### src/hdl/bctl_pkg.sv
// ----------------------------------------------------------------------------
// Block cache tag and LRU engine: package
// Field widths, item layouts, operation and status codes, and sequencer states.
// ----------------------------------------------------------------------------
package bctl_pkg;

   localparam int FILE_ID_W     = 3;
   localparam int FILE_SIZE_W   = 32;
   localparam int BLOCK_NUM_W   = 23;
   localparam int STATUS_W      = 3;
   localparam int SLOT_W        = 4;
   localparam int BYTE_COUNT_W  = 10;
   localparam int TOTAL_W       = 32;
   localparam int STAMP_W       = 32;

   localparam int REQ_TDATA_W = 64;
   localparam int RSP_TDATA_W = 120;

   localparam logic [STAMP_W-1:0] STAMP_MAX = '1;

   typedef enum logic {
      OP_LOOKUP,
      OP_FLUSH
   } op_type;

   typedef enum logic [STATUS_W-1:0] {
      STATUS_HIT,
      STATUS_FILLED,
      STATUS_UNMOUNTED,
      STATUS_PAST_END,
      STATUS_NO_SLOT
   } status_type;

   typedef enum logic [2:0] {
      S_IDLE,
      S_SCAN,
      S_DRAIN,
      S_RESOLVE,
      S_COMMIT
   } state_type;

endpackage

### src/hdl/block_cache_tag_lru.sv
// ----------------------------------------------------------------------------
// Block cache tag and LRU engine
// Fully associative tag store with least-recently-stamped replacement.
// ----------------------------------------------------------------------------
// The req channel carries one lookup or flush item; the rsp channel returns
// exactly one result item for each request. A lookup walks all SLOTS tag
// entries through the tag RAM, one read per cycle, looking for a matching
// (file, block) pair, a free slot and the oldest stamp at the same time.
// A hit restamps the entry; a miss on a mounted file whose block starts
// inside the file fills the first free slot or else the oldest one.
// A lookup passes through the scan, drain, resolve and commit states in order;
// a flush goes straight from idle to commit. One item is in work at a time;
// req_tready is high only while the engine is idle. The result sits in an
// output register, so the engine finishes an item while an earlier result
// waits; it then holds until the receiver takes that result. Reset clears
// the valid bits, the use clock and the counters; no clearing pass over the
// RAM is needed.
// ----------------------------------------------------------------------------
module block_cache_tag_lru
   import bctl_pkg::*;
#(
   parameter int SLOTS       = 16,
   parameter int BLOCK_BYTES = 512
) (
   input  logic                   clock,
   input  logic                   reset,
   input  logic                   req_tvalid,
   output logic                   req_tready,
   // file_id[2:0], file_mounted[3], file_size[35:4], block[58:36]
   input  logic [REQ_TDATA_W-1:0] req_tdata,
   // op[0]
   input  logic                   req_tuser,
   output logic                   rsp_tvalid,
   input  logic                   rsp_tready,
   // status[2:0], slot[6:3], byte_count[16:7], hit_total[48:17],
   // miss_total[80:49], fill_total[112:81]
   output logic [RSP_TDATA_W-1:0] rsp_tdata
);

   localparam int IDX_W   = (SLOTS > 1) ? $clog2(SLOTS) : 1;
   localparam int BYTES_W = $clog2(BLOCK_BYTES + 1);
   localparam int START_W = BLOCK_NUM_W + BYTES_W;
   localparam int CMP_W   = (START_W > FILE_SIZE_W) ? START_W : FILE_SIZE_W;
   localparam int ENTRY_W = FILE_ID_W + BLOCK_NUM_W + BYTES_W + STAMP_W;
   localparam logic [IDX_W-1:0] LAST_IDX = IDX_W'(SLOTS - 1);

   state_type state_ff, state_in;

   logic                     op_ff;
   logic [FILE_ID_W-1:0]     file_id_ff;
   logic                     mounted_ff;
   logic [FILE_SIZE_W-1:0]   size_ff;
   logic [BLOCK_NUM_W-1:0]   block_ff;
   logic [START_W-1:0]       start_ff;

   logic [IDX_W-1:0]   rd_idx_ff;
   logic               chk_en_ff;
   logic [IDX_W-1:0]   chk_idx_ff;
   logic               hit_found_ff;
   logic [IDX_W-1:0]   hit_idx_ff;
   logic [BYTES_W-1:0] hit_bytes_ff;
   logic               free_found_ff;
   logic [IDX_W-1:0]   free_idx_ff;
   logic               best_found_ff;
   logic [IDX_W-1:0]   best_idx_ff;
   logic [STAMP_W-1:0] best_stamp_ff;

   status_type         res_status_ff, res_status_in;
   logic [IDX_W-1:0]   res_idx_ff, res_idx_in;
   logic [BYTES_W-1:0] res_bytes_ff, res_bytes_in;

   logic               valid_ff [SLOTS];
   logic [STAMP_W-1:0] use_clock_ff, use_clock_in;
   logic [TOTAL_W-1:0] hit_cnt_ff, hit_cnt_in;
   logic [TOTAL_W-1:0] miss_cnt_ff, miss_cnt_in;
   logic [TOTAL_W-1:0] fill_cnt_ff, fill_cnt_in;

   logic                   rsp_valid_ff;
   logic [RSP_TDATA_W-1:0] rsp_data_ff;

   logic                     req_fire;
   logic                     out_free;
   logic                     commit;
   logic                     ram_rd_en;
   logic                     ram_wr_en;
   logic [ENTRY_W-1:0]       ram_wr_data;
   logic [ENTRY_W-1:0]       ram_rd_data;
   logic [FILE_ID_W-1:0]     rd_file;
   logic [BLOCK_NUM_W-1:0]   rd_block;
   logic [BYTES_W-1:0]       rd_bytes;
   logic [STAMP_W-1:0]       rd_stamp;
   logic                     chk_valid;
   logic                     chk_match;
   logic [CMP_W-1:0]         size_ext;
   logic [CMP_W-1:0]         start_ext;
   logic [CMP_W-1:0]         tail_diff;
   logic [BYTES_W-1:0]       tail_bytes;
   logic                     write_entry;

   assign req_fire = req_tvalid && req_tready;
   assign out_free = !rsp_valid_ff || rsp_tready;
   assign commit   = (state_ff == S_COMMIT) && out_free;

   // Tag RAM entry layout, high to low: file, block, bytes, stamp.
   bctl_ram #(
      .WIDTH(ENTRY_W),
      .DEPTH(SLOTS)
   ) u_tag_ram (
      .clock  (clock),
      .wr_en  (ram_wr_en),
      .wr_addr(res_idx_ff),
      .wr_data(ram_wr_data),
      .rd_en  (ram_rd_en),
      .rd_addr(rd_idx_ff),
      .rd_data(ram_rd_data)
   );

   assign ram_rd_en = (state_ff == S_SCAN);
   assign rd_file   = ram_rd_data[ENTRY_W-1 -: FILE_ID_W];
   assign rd_block  = ram_rd_data[STAMP_W+BYTES_W +: BLOCK_NUM_W];
   assign rd_bytes  = ram_rd_data[STAMP_W +: BYTES_W];
   assign rd_stamp  = ram_rd_data[STAMP_W-1:0];

   assign chk_valid = valid_ff[chk_idx_ff];
   assign chk_match = chk_valid && (rd_file == file_id_ff) && (rd_block == block_ff);

   always_comb begin
      state_in   = state_ff;
      req_tready = 1'b0;
      unique case (state_ff)
         S_IDLE: begin
            req_tready = 1'b1;
            if (req_tvalid) begin
               state_in = (op_type'(req_tuser) == OP_FLUSH) ? S_COMMIT : S_SCAN;
            end
         end
         S_SCAN: begin
            if (rd_idx_ff == LAST_IDX) begin
               state_in = S_DRAIN;
            end
         end
         S_DRAIN: begin
            state_in = S_RESOLVE;
         end
         S_RESOLVE: begin
            state_in = S_COMMIT;
         end
         S_COMMIT: begin
            if (out_free) begin
               state_in = S_IDLE;
            end
         end
         default: begin
            state_in = S_IDLE;
         end
      endcase
   end

   always_ff @(posedge clock) begin
      if (reset) begin
         state_ff <= S_IDLE;
      end else begin
         state_ff <= state_in;
      end
   end

   always_ff @(posedge clock) begin
      if (req_fire) begin
         op_ff      <= req_tuser;
         file_id_ff <= req_tdata[2:0];
         mounted_ff <= req_tdata[3];
         size_ff    <= req_tdata[35:4];
         block_ff   <= req_tdata[58:36];
      end
      start_ff <= START_W'(block_ff) * START_W'(BLOCK_BYTES);
   end

   always_ff @(posedge clock) begin
      if (reset) begin
         chk_en_ff <= 1'b0;
      end else begin
         chk_en_ff <= (state_ff == S_SCAN);
      end
   end

   always_ff @(posedge clock) begin
      chk_idx_ff <= rd_idx_ff;
      if (req_fire) begin
         rd_idx_ff     <= '0;
         hit_found_ff  <= 1'b0;
         free_found_ff <= 1'b0;
         best_found_ff <= 1'b0;
         best_stamp_ff <= STAMP_MAX;
      end else begin
         if (state_ff == S_SCAN) begin
            rd_idx_ff <= rd_idx_ff + 1'b1;
         end
         if (chk_en_ff) begin
            if (chk_match && !hit_found_ff) begin
               hit_found_ff <= 1'b1;
               hit_idx_ff   <= chk_idx_ff;
               hit_bytes_ff <= rd_bytes;
            end
            if (!chk_valid && !free_found_ff) begin
               free_found_ff <= 1'b1;
               free_idx_ff   <= chk_idx_ff;
            end
            if (chk_valid && (rd_stamp < best_stamp_ff)) begin
               best_found_ff <= 1'b1;
               best_idx_ff   <= chk_idx_ff;
               best_stamp_ff <= rd_stamp;
            end
         end
      end
   end

   always_comb begin
      size_ext   = CMP_W'(size_ff);
      start_ext  = CMP_W'(start_ff);
      tail_diff  = size_ext - start_ext;
      tail_bytes = (tail_diff > CMP_W'(BLOCK_BYTES)) ? BYTES_W'(BLOCK_BYTES)
                                                     : tail_diff[BYTES_W-1:0];
      res_status_in = STATUS_NO_SLOT;
      res_idx_in    = '0;
      res_bytes_in  = '0;
      priority if (hit_found_ff) begin
         res_status_in = STATUS_HIT;
         res_idx_in    = hit_idx_ff;
         res_bytes_in  = hit_bytes_ff;
      end else if (!mounted_ff) begin
         res_status_in = STATUS_UNMOUNTED;
      end else if (start_ext >= size_ext) begin
         res_status_in = STATUS_PAST_END;
      end else if (free_found_ff) begin
         res_status_in = STATUS_FILLED;
         res_idx_in    = free_idx_ff;
         res_bytes_in  = tail_bytes;
      end else if (best_found_ff) begin
         res_status_in = STATUS_FILLED;
         res_idx_in    = best_idx_ff;
         res_bytes_in  = tail_bytes;
      end else begin
         res_status_in = STATUS_NO_SLOT;
      end
   end

   always_ff @(posedge clock) begin
      if (req_fire) begin
         res_status_ff <= STATUS_HIT;
         res_idx_ff    <= '0;
         res_bytes_ff  <= '0;
      end else if (state_ff == S_RESOLVE) begin
         res_status_ff <= res_status_in;
         res_idx_ff    <= res_idx_in;
         res_bytes_ff  <= res_bytes_in;
      end
   end

   always_comb begin
      use_clock_in = use_clock_ff;
      hit_cnt_in   = hit_cnt_ff;
      miss_cnt_in  = miss_cnt_ff;
      fill_cnt_in  = fill_cnt_ff;
      write_entry  = 1'b0;
      if (op_type'(op_ff) == OP_FLUSH) begin
         use_clock_in = '0;
         hit_cnt_in   = '0;
         miss_cnt_in  = '0;
         fill_cnt_in  = '0;
      end else begin
         unique case (res_status_ff)
            STATUS_HIT: begin
               use_clock_in = use_clock_ff + 1'b1;
               hit_cnt_in   = hit_cnt_ff + 1'b1;
               write_entry  = 1'b1;
            end
            STATUS_FILLED: begin
               use_clock_in = use_clock_ff + 1'b1;
               miss_cnt_in  = miss_cnt_ff + 1'b1;
               fill_cnt_in  = fill_cnt_ff + 1'b1;
               write_entry  = 1'b1;
            end
            default: begin
               miss_cnt_in = miss_cnt_ff + 1'b1;
            end
         endcase
      end
   end

   assign ram_wr_en   = commit && write_entry;
   assign ram_wr_data = {file_id_ff, block_ff, res_bytes_ff, use_clock_in};

   always_ff @(posedge clock) begin
      if (reset) begin
         use_clock_ff <= '0;
         hit_cnt_ff   <= '0;
         miss_cnt_ff  <= '0;
         fill_cnt_ff  <= '0;
         for (int i = 0; i < SLOTS; i++) begin
            valid_ff[i] <= 1'b0;
         end
      end else if (commit) begin
         use_clock_ff <= use_clock_in;
         hit_cnt_ff   <= hit_cnt_in;
         miss_cnt_ff  <= miss_cnt_in;
         fill_cnt_ff  <= fill_cnt_in;
         if (op_type'(op_ff) == OP_FLUSH) begin
            for (int i = 0; i < SLOTS; i++) begin
               valid_ff[i] <= 1'b0;
            end
         end else if (res_status_ff == STATUS_FILLED) begin
            valid_ff[res_idx_ff] <= 1'b1;
         end
      end
   end

   always_ff @(posedge clock) begin
      if (reset) begin
         rsp_valid_ff <= 1'b0;
      end else if (commit) begin
         rsp_valid_ff <= 1'b1;
      end else if (rsp_tready) begin
         rsp_valid_ff <= 1'b0;
      end
   end

   always_ff @(posedge clock) begin
      if (commit) begin
         rsp_data_ff <= {
            (RSP_TDATA_W - 113)'(0),
            fill_cnt_in,
            miss_cnt_in,
            hit_cnt_in,
            BYTE_COUNT_W'(res_bytes_ff),
            SLOT_W'(res_idx_ff),
            res_status_ff
         };
      end
   end

   assign rsp_tvalid = rsp_valid_ff;
   assign rsp_tdata  = rsp_data_ff;

endmodule

### src/hdl/bctl_ram.sv
// ----------------------------------------------------------------------------
// Block cache tag and LRU engine: generic RAM
// One write port and one read port; the read data is registered.
// ----------------------------------------------------------------------------
module bctl_ram #(
   parameter int WIDTH = 8,
   parameter int DEPTH = 16,
   localparam int ADDR_W = (DEPTH > 1) ? $clog2(DEPTH) : 1
) (
   input  logic              clock,
   input  logic              wr_en,
   input  logic [ADDR_W-1:0] wr_addr,
   input  logic [WIDTH-1:0]  wr_data,
   input  logic              rd_en,
   input  logic [ADDR_W-1:0] rd_addr,
   output logic [WIDTH-1:0]  rd_data
);

   logic [WIDTH-1:0] mem [DEPTH];
   logic [WIDTH-1:0] rd_data_ff;

   always_ff @(posedge clock) begin
      if (wr_en) begin
         mem[wr_addr] <= wr_data;
      end
      if (rd_en) begin
         rd_data_ff <= mem[rd_addr];
      end
   end

   assign rd_data = rd_data_ff;

endmodule

### config.mk
export PLATFORM = sky130hd
export DESIGN_NAME = block_cache_tag_lru
export DESIGN_NICKNAME = d
export VERILOG_FILES = /design/src/hdl/bctl_pkg.sv /design/src/hdl/block_cache_tag_lru.sv /design/src/hdl/bctl_ram.sv
export SDC_FILE = /design/constraint.sdc
export NUM_CORES = 2
export LEC_CHECK = 0
export ABC_AREA = 1
export BUFFER_PORTS_ARGS = -buffer_cell sky130_fd_sc_hd__buf_2
export CORE_AREA = 2 2 508 258
export CTS_CLUSTER_DIAMETER = 100
export DETAILED_ROUTE_END_ITERATION = 7
export DIE_AREA = 0 0 510 260
export PLACE_DENSITY = 0.71
export SLEW_MARGIN = 15
export SYNTH_ARGS = -nofsm -noshare
export SYNTH_HDL_FRONTEND = slang
export SYNTH_HIERARCHICAL = 1
export SYNTH_SLANG_ARGS = --single-unit
### constraint.sdc
create_clock -name clock -period 11.1 [get_ports clock]
set_input_delay 3.33 -clock clock [delete_from_list [all_inputs] [get_ports clock]]
set_output_delay 3.33 -clock clock [all_outputs]
set_load 0.01 [all_outputs]
### Yosys cells after proc, flatten, opt, wreduce, memory -nomap -nowiden

Memories as Yosys holds them, arrays and structs flattened. A register that Yosys moved wholly into a read port is not among the register bits.
Cells that the tools add are included.

| cells by class | value |
|---|---|
| add/subtract/negate cells | 6 |
| multiply operators | 0 |
| div/mod/pow operators | 0 |
| $lt $le $gt $ge | 3 |
| eq/ne operators | 11 |
| shift-type cells | 0 |
| multiplexer cells | 66 |
| bitwise operators | 17 |
| reduce and logical (&&, ||, !) cells | 25 |

Operators with widths:

| operator | number |
|---|---|
| 2-to-1 mux 32 bit | 8 |
| adder 32 x 1 -> 32 bit, second input constant | 4 |
| 2-to-1 mux 10 bit | 6 |
| 2-to-1 mux 1 bit | 36 |
| greater-than comparator 33 x 10 -> 1 bit, second input constant | 1 |
| subtractor 32 x 32 -> 33 bit | 1 |
| greater-or-equal comparator 32 bit | 1 |
| < comparator 32 bit | 1 |
| 2-to-1 mux 3 bit | 9 |
| 2-to-1 mux 4 bit | 6 |
| == test 23 bit | 1 |
| OR 1 bit | 16 |
| one-hot mux 3 bit (5 select lines) | 1 |
| AND reduction 3 bit | 4 |
| logical AND 1 bit | 8 |
| == test 3 x 1 -> 1 bit, second input constant | 2 |
| == test 3 x 2 -> 1 bit, second input constant | 2 |
| zero test 3 bit | 2 |
| AND reduction 2 bit | 3 |
| adder 4 x 1 -> 4 bit, second input constant | 1 |
| == test 4 bit, second input constant | 1 |
| zero test 1 bit | 4 |
| inequality test 2 bit, second input constant | 2 |
| == test 3 bit | 1 |
| 7 further kinds | 7 |

| word-level totals | value |
|---|---|
| register bits | 411 |
| bits in latches | 0 |
| RAM bits | 1104 |
| ROM bits | 0 |
| memories | 2 |

Memory list:

| name | depth | bits a word | rd ports | clocked after memory_dff | wr ports | RTL line | text |
|---|---|---|---|---|---|---|---|
| u_tag_ram.mem | 16 | 68 | 1 | 1 | 1 | bctl_ram.sv:19 | `logic [WIDTH-1:0] mem [DEPTH];` |
| valid_ff | 16 | 1 | 1 | 1 | 16 | block_cache_tag_lru.sv:72 | `logic valid_ff [SLOTS];` |

### Depth between registers and ports, before layout

| logic depth | value |
|---|---|
| depth in word-level cells | 8 |
| depth in mapped cells | 18 |

### Hierarchy

The synthesis kept the hierarchy.

By module, submodules not included:

| module | instances | cells each | area an instance (um2) | sequential area each (um2) |
|---|---|---|---|---|
| bctl_ram | 1 | 4474 | 48469.0 | 34713.3 |
| block_cache_tag_lru | 1 | 2668 | 21423.0 | 10500.1 |

### Worst setup path after synthesis

No wires, ideal clock.

| timing | value |
|---|---|
| path kind | input to register |
| from | input rsp_tready |
| to | memory u_tag_ram/mem[0][0] (netlist bit), enable pin |
| setup time | 578 ps |
| data arrival time | 9189 ps |
| data required time | 10522 ps |
| slack | 1333 ps |
| stages on the path | 8 |
| buffers on the path | 2 |
| cell sequence | nor2_1 > inv_1 > nand2_1 > clkbuf_1 > clkbuf_1 > nor3_1 > clkinv_1 > nor3_1 |

| between the ends | value |
|---|---|
| cells in the longest elaborated chain, start to end | 5 |

Ends and longest elaborated chain:

| what | RTL line | text |
|---|---|---|
| from (decl) | block_cache_tag_lru.sv:34 | `input logic rsp_tready,` |
| logical OR 1 bit | block_cache_tag_lru.sv:101 | `assign out_free = !rsp_valid_ff \|\| rsp_tready;` |
| logical AND 1 bit | block_cache_tag_lru.sv:102 | `assign commit = (state_ff == S_COMMIT) && out_free;` |
| logical AND 1 bit | block_cache_tag_lru.sv:290 | `assign ram_wr_en = commit && write_entry;` |
| net ram_wr_en | block_cache_tag_lru.sv:85 | `logic ram_wr_en;` |
| 2-to-1 mux 1 bit | bctl_ram.sv:23 | `if (wr_en) begin` |
| 2-to-1 mux 1 bit (not written as such) | bctl_ram.sv:24 | `mem[wr_addr] <= wr_data;` |
| to (decl) | bctl_ram.sv:19 |  |

The timed path passes the listed nets, and every way through them passes these cells.

### Worst setup path after layout

| timing | value |
|---|---|
| from | input rsp_tready |
| to | memory u_tag_ram/mem[6][14] (netlist bit), enable pin |

The elaborated chain is that of the path after synthesis.

==> reports/qor.yml <==
status: "finished, final reports clean"
slew_viol_final: 0
io_pins: 191
pwr-share-clk: 0.292
synth.area.mux_share: 0
whs_endpoint: "hit_bytes_ff[5]"
dp_hpwl_um: 104700
cts_sinks: 1583
wl_per_cell_um: 19.99
fillers: 10350
drv_cap: 0
period_minus_slack_ns: 6.184
synthTopCellsByCount: "nand2_1, edfxtp_1, inv_1"
p_sw_mw: 5.676
path_cells: "buf_2 -> nor2_1 -> inv_1 -> nand2_4 -> nor3_1 -> nand3_1 -> nor2_4 -> buf_4 -> buf_4"
clock.fmax_ghz: 0.1617
yosysWarnings: 6
grt_overflow: 0
cp-start-kind: "primary input"
drt-met1-wl_um: 82440
synth-xor-area-share: 0.003509
synth_edf_count: 1351
cts_tree: "built"
final-hold-violation-count: 0
setup_viol_count_final: 0
htreeDepth: 4
finalNetCount: 7371
grt_pass1_wl_um: 274700
area_growth_pct: 9.889
die_area_um2: 132600
r2r_end: "best_idx_ff[0]"
grtUsageTotal: 0.2716
grt_setup_unrepaired: "false"
synth_top_area_frac: 0.5805
fin_tns_setup_ns: 0
p_leak_nw: 32.78
path_common_cell: "buf_4"
cpMaxStageDelayCell: "buf_4"
r2r_start: "u_tag_ram/rd_data[15]"
first_pass_iters: 8
peakVddDrop_uv: 231.4
crit_buf_inv: 4
io_buffers: 178
cts_buffer_depth: 3
drive_gt1_frac: 0.08035
ant_nets: 0
synthCells: 7142
worstHoldPathCells: 0
cp.required_ns: 11.50
vias: 49900
ys.flop_type: "edfxtp_1"
holdCritStartpoint: "u_tag_ram/rd_data[37]"
dr_wl_met2_um: 73860
wirelength_um: 181300
hold_class: "reg2reg"
worst_slew_pin_slew_ns: 1.198
place.gp.congestion: 0.9617
ys_seq_area_frac: 0.6469
fin_worst_skew_ns: 0.03391
cp.arrival_ns: 6.58
dr.max_layer_used: "met4"
syn_area_per_cell_um2: 9.786
grt_max_degree: 212
insertion_delay_ns: 0.78
grt_antenna_before_repair: 1
route.met3.wl_um: 21960
critPathMaxStageDelay_ns: 0.67
p_int_mw: 11.10
die_w_um: 510
rrSetupSlack_ns: 6.75
synthAdderAreaFrac: 0.01085
post-route-period-util: 0.5571
core_um2: 127900
synth_top_family_by_area: "simple AND/OR/NAND/NOR gates"
cts_buffers: 141
grt_pass1_vias: 45620
max-slew-margin-rel: 0.1952
cts-root-buf: "clkbuf_16"
ctsResizeCount: 0
synthArstFlopShare: 0
cp_top_family: "simple AND/OR/NAND/NOR gates"
comb_power_share: 0.251
power_density_nw_per_um2: 218.5
drc: 0
synth-simple-area-share: 0.2139
hold_ws_ns: 0.4017
synth_area_leader_cell: "edfxtp_1"
drt-initial-drc-count: 6917
post_cts_buffers: 0
synth_seq_cells: 1583
viasPerCell: 5.503
synth_most_common_cell: "nand2_1"
swShare: 0.3383
path_clk_slew_ns: 0.07
synth_compound_area_frac: 0.03478
syn_area_um2: 69890
netlist_top_cells_area: "edfxtp_1, nand2_1, nand3_1"
critPathCaptureType: "flip-flop"
ys_types: 63
p_seq_frac: 0.457
crit_fanout: 32
initial_core_util: 0.5465
num_rows: 93
holdBufCountCts: 0
die_h_um: 260
reg2reg_depth: 10
critPathKind: "in2reg"
per-stage QoR:
| stage | util | area [µm²] | total power [mW] | instances | worst slack [ns] |
|---|---|---|---|---|---|
| 4_1_cts | 0.6005 | 76790 | 16.76 | 9065 | 4.985 |
| 3_5_place_dp | 0.5652 | 72280 | 11.89 | 8809 | 4.156 |
| 6_report | 0.6006 | 76800 | 16.78 | 9067 | 4.916 |
| 3_3_place_gp | 0.5652 | 72280 | 11.78 | 8809 | 4.227 |
| 5_1_grt | 0.6005 | 76800 | 17.57 | 9065 | 4.828 |
| 2_1_floorplan | - | 69910 | 10.55 | 7148 | 1.333 |
power groups by stage:
stage	logic (mW)	clock network, mW	registers, mW
global route	4.64	5.20	7.73
global placement	4.01	0	7.77
floorplan	2.82	0	7.74
CTS	4.13	4.97	7.66
detailed placement	4.11	0	7.79
finish	4.21	4.90	7.67
layer usage:
layer,GRT usage,vias up
met3,0.05960,217
li1,-,23560
met1,0.4356,23600
met5,0,-
met4,0.05869,0
met2,0.3737,2520
worst register-to-register path: cells and delay by family, from the launching register on:
kind / cells / cell delay (ns)
buffers and inverters: 2 / 0.72
AOI/OAI and AO/OA: 1 / 0.63
adders and majority gates: 1 / 0.37
and+or+nand+nor: 6 / 1.88
DFF: 1 / 0.47
sequential cells by signal, summed over array words and instances (netlist names), 10 cells and up:
register           flops
hit_cnt_ff            32
block_ff              23
u_tag_ram/rd_data     68
res_bytes_ff          10
miss_cnt_ff           32
u_tag_ram/mem       1088
hit_bytes_ff          10
rsp_tdata            113
fill_cnt_ff           32
use_clock_ff          32
best_stamp_ff         32
valid_ff              16
size_ff               32
start_ext             23
worst max-delay path by stage:
stage / from / cells after the start / end / slack (ns)
after CTS: rsp_tready / 8 / u_tag_ram/mem[14][15] / 4.99
after global routing: rsp_tready / 8 / u_tag_ram/mem[14][15] / 4.83
after global placement: rsp_tready / 9 / u_tag_ram/mem[6][17] / 4.23
after floorplan: rsp_tready / 8 / u_tag_ram/mem[0][0] / 1.33
after detailed placement: rsp_tready / 8 / u_tag_ram/mem[14][22] / 4.16
final: rsp_tready / 9 / u_tag_ram/mem[6][14] / 4.92
cell type report:
cell class,instances,area [µm²],area share
multi-input cells,3982,18540,0.2413
inverters,1269,4805,0.06256
clock inverters,59,504.2,0.006565
repair buffers,265,1582,0.02059
diodes,2,5.005,0.00006516
clock buffers,197,4004,0.05213
well taps,1710,2140,0.02786
flip-flops and latches,1583,45230,0.5889
kinds of logic (layout without fill, tap and decap cells):
kind of cell               after synthesis  count (layout)
adders and majority gates               60              60
AOI/OAI and AO/OA                      443             443
xor gates and xnor gates                28              28
buffers and inverters                 1583            1790
other                                    1               9
DFF                                   1583            1583
and+or+nand+nor                       3444            3444
layout by cell type (no fill, tap or decap), types with 9 or more instances in the layout:
| master | n |
|---|---|
| ha_1 | 59 |
| clkbuf_1 | 34 |
| nand2_1 | 1943 |
| buf_2 | 178 |
| clkbuf_16 | 145 |
| o21ai_0 | 159 |
| xnor2_1 | 14 |
| nor4_1 | 17 |
| buf_4 | 84 |
| a21oi_1 | 198 |
| edfxtp_1 | 1351 |
| inv_1 | 1252 |
| nand4_1 | 65 |
| or2_2 | 15 |
| xor2_1 | 14 |
| dfxtp_1 | 228 |
| inv_6 | 9 |
| clkbuf_8 | 18 |
| nor3_2 | 16 |
| nand3_1 | 1020 |
| nor2_4 | 16 |
| nor2_2 | 17 |
| nor3_1 | 67 |
| o22ai_1 | 18 |
| clkinv_2 | 20 |
| clkinv_1 | 20 |
| a211oi_1 | 22 |
| nor2_1 | 225 |
Note: power is estimated with default switching activity, not from simulation.
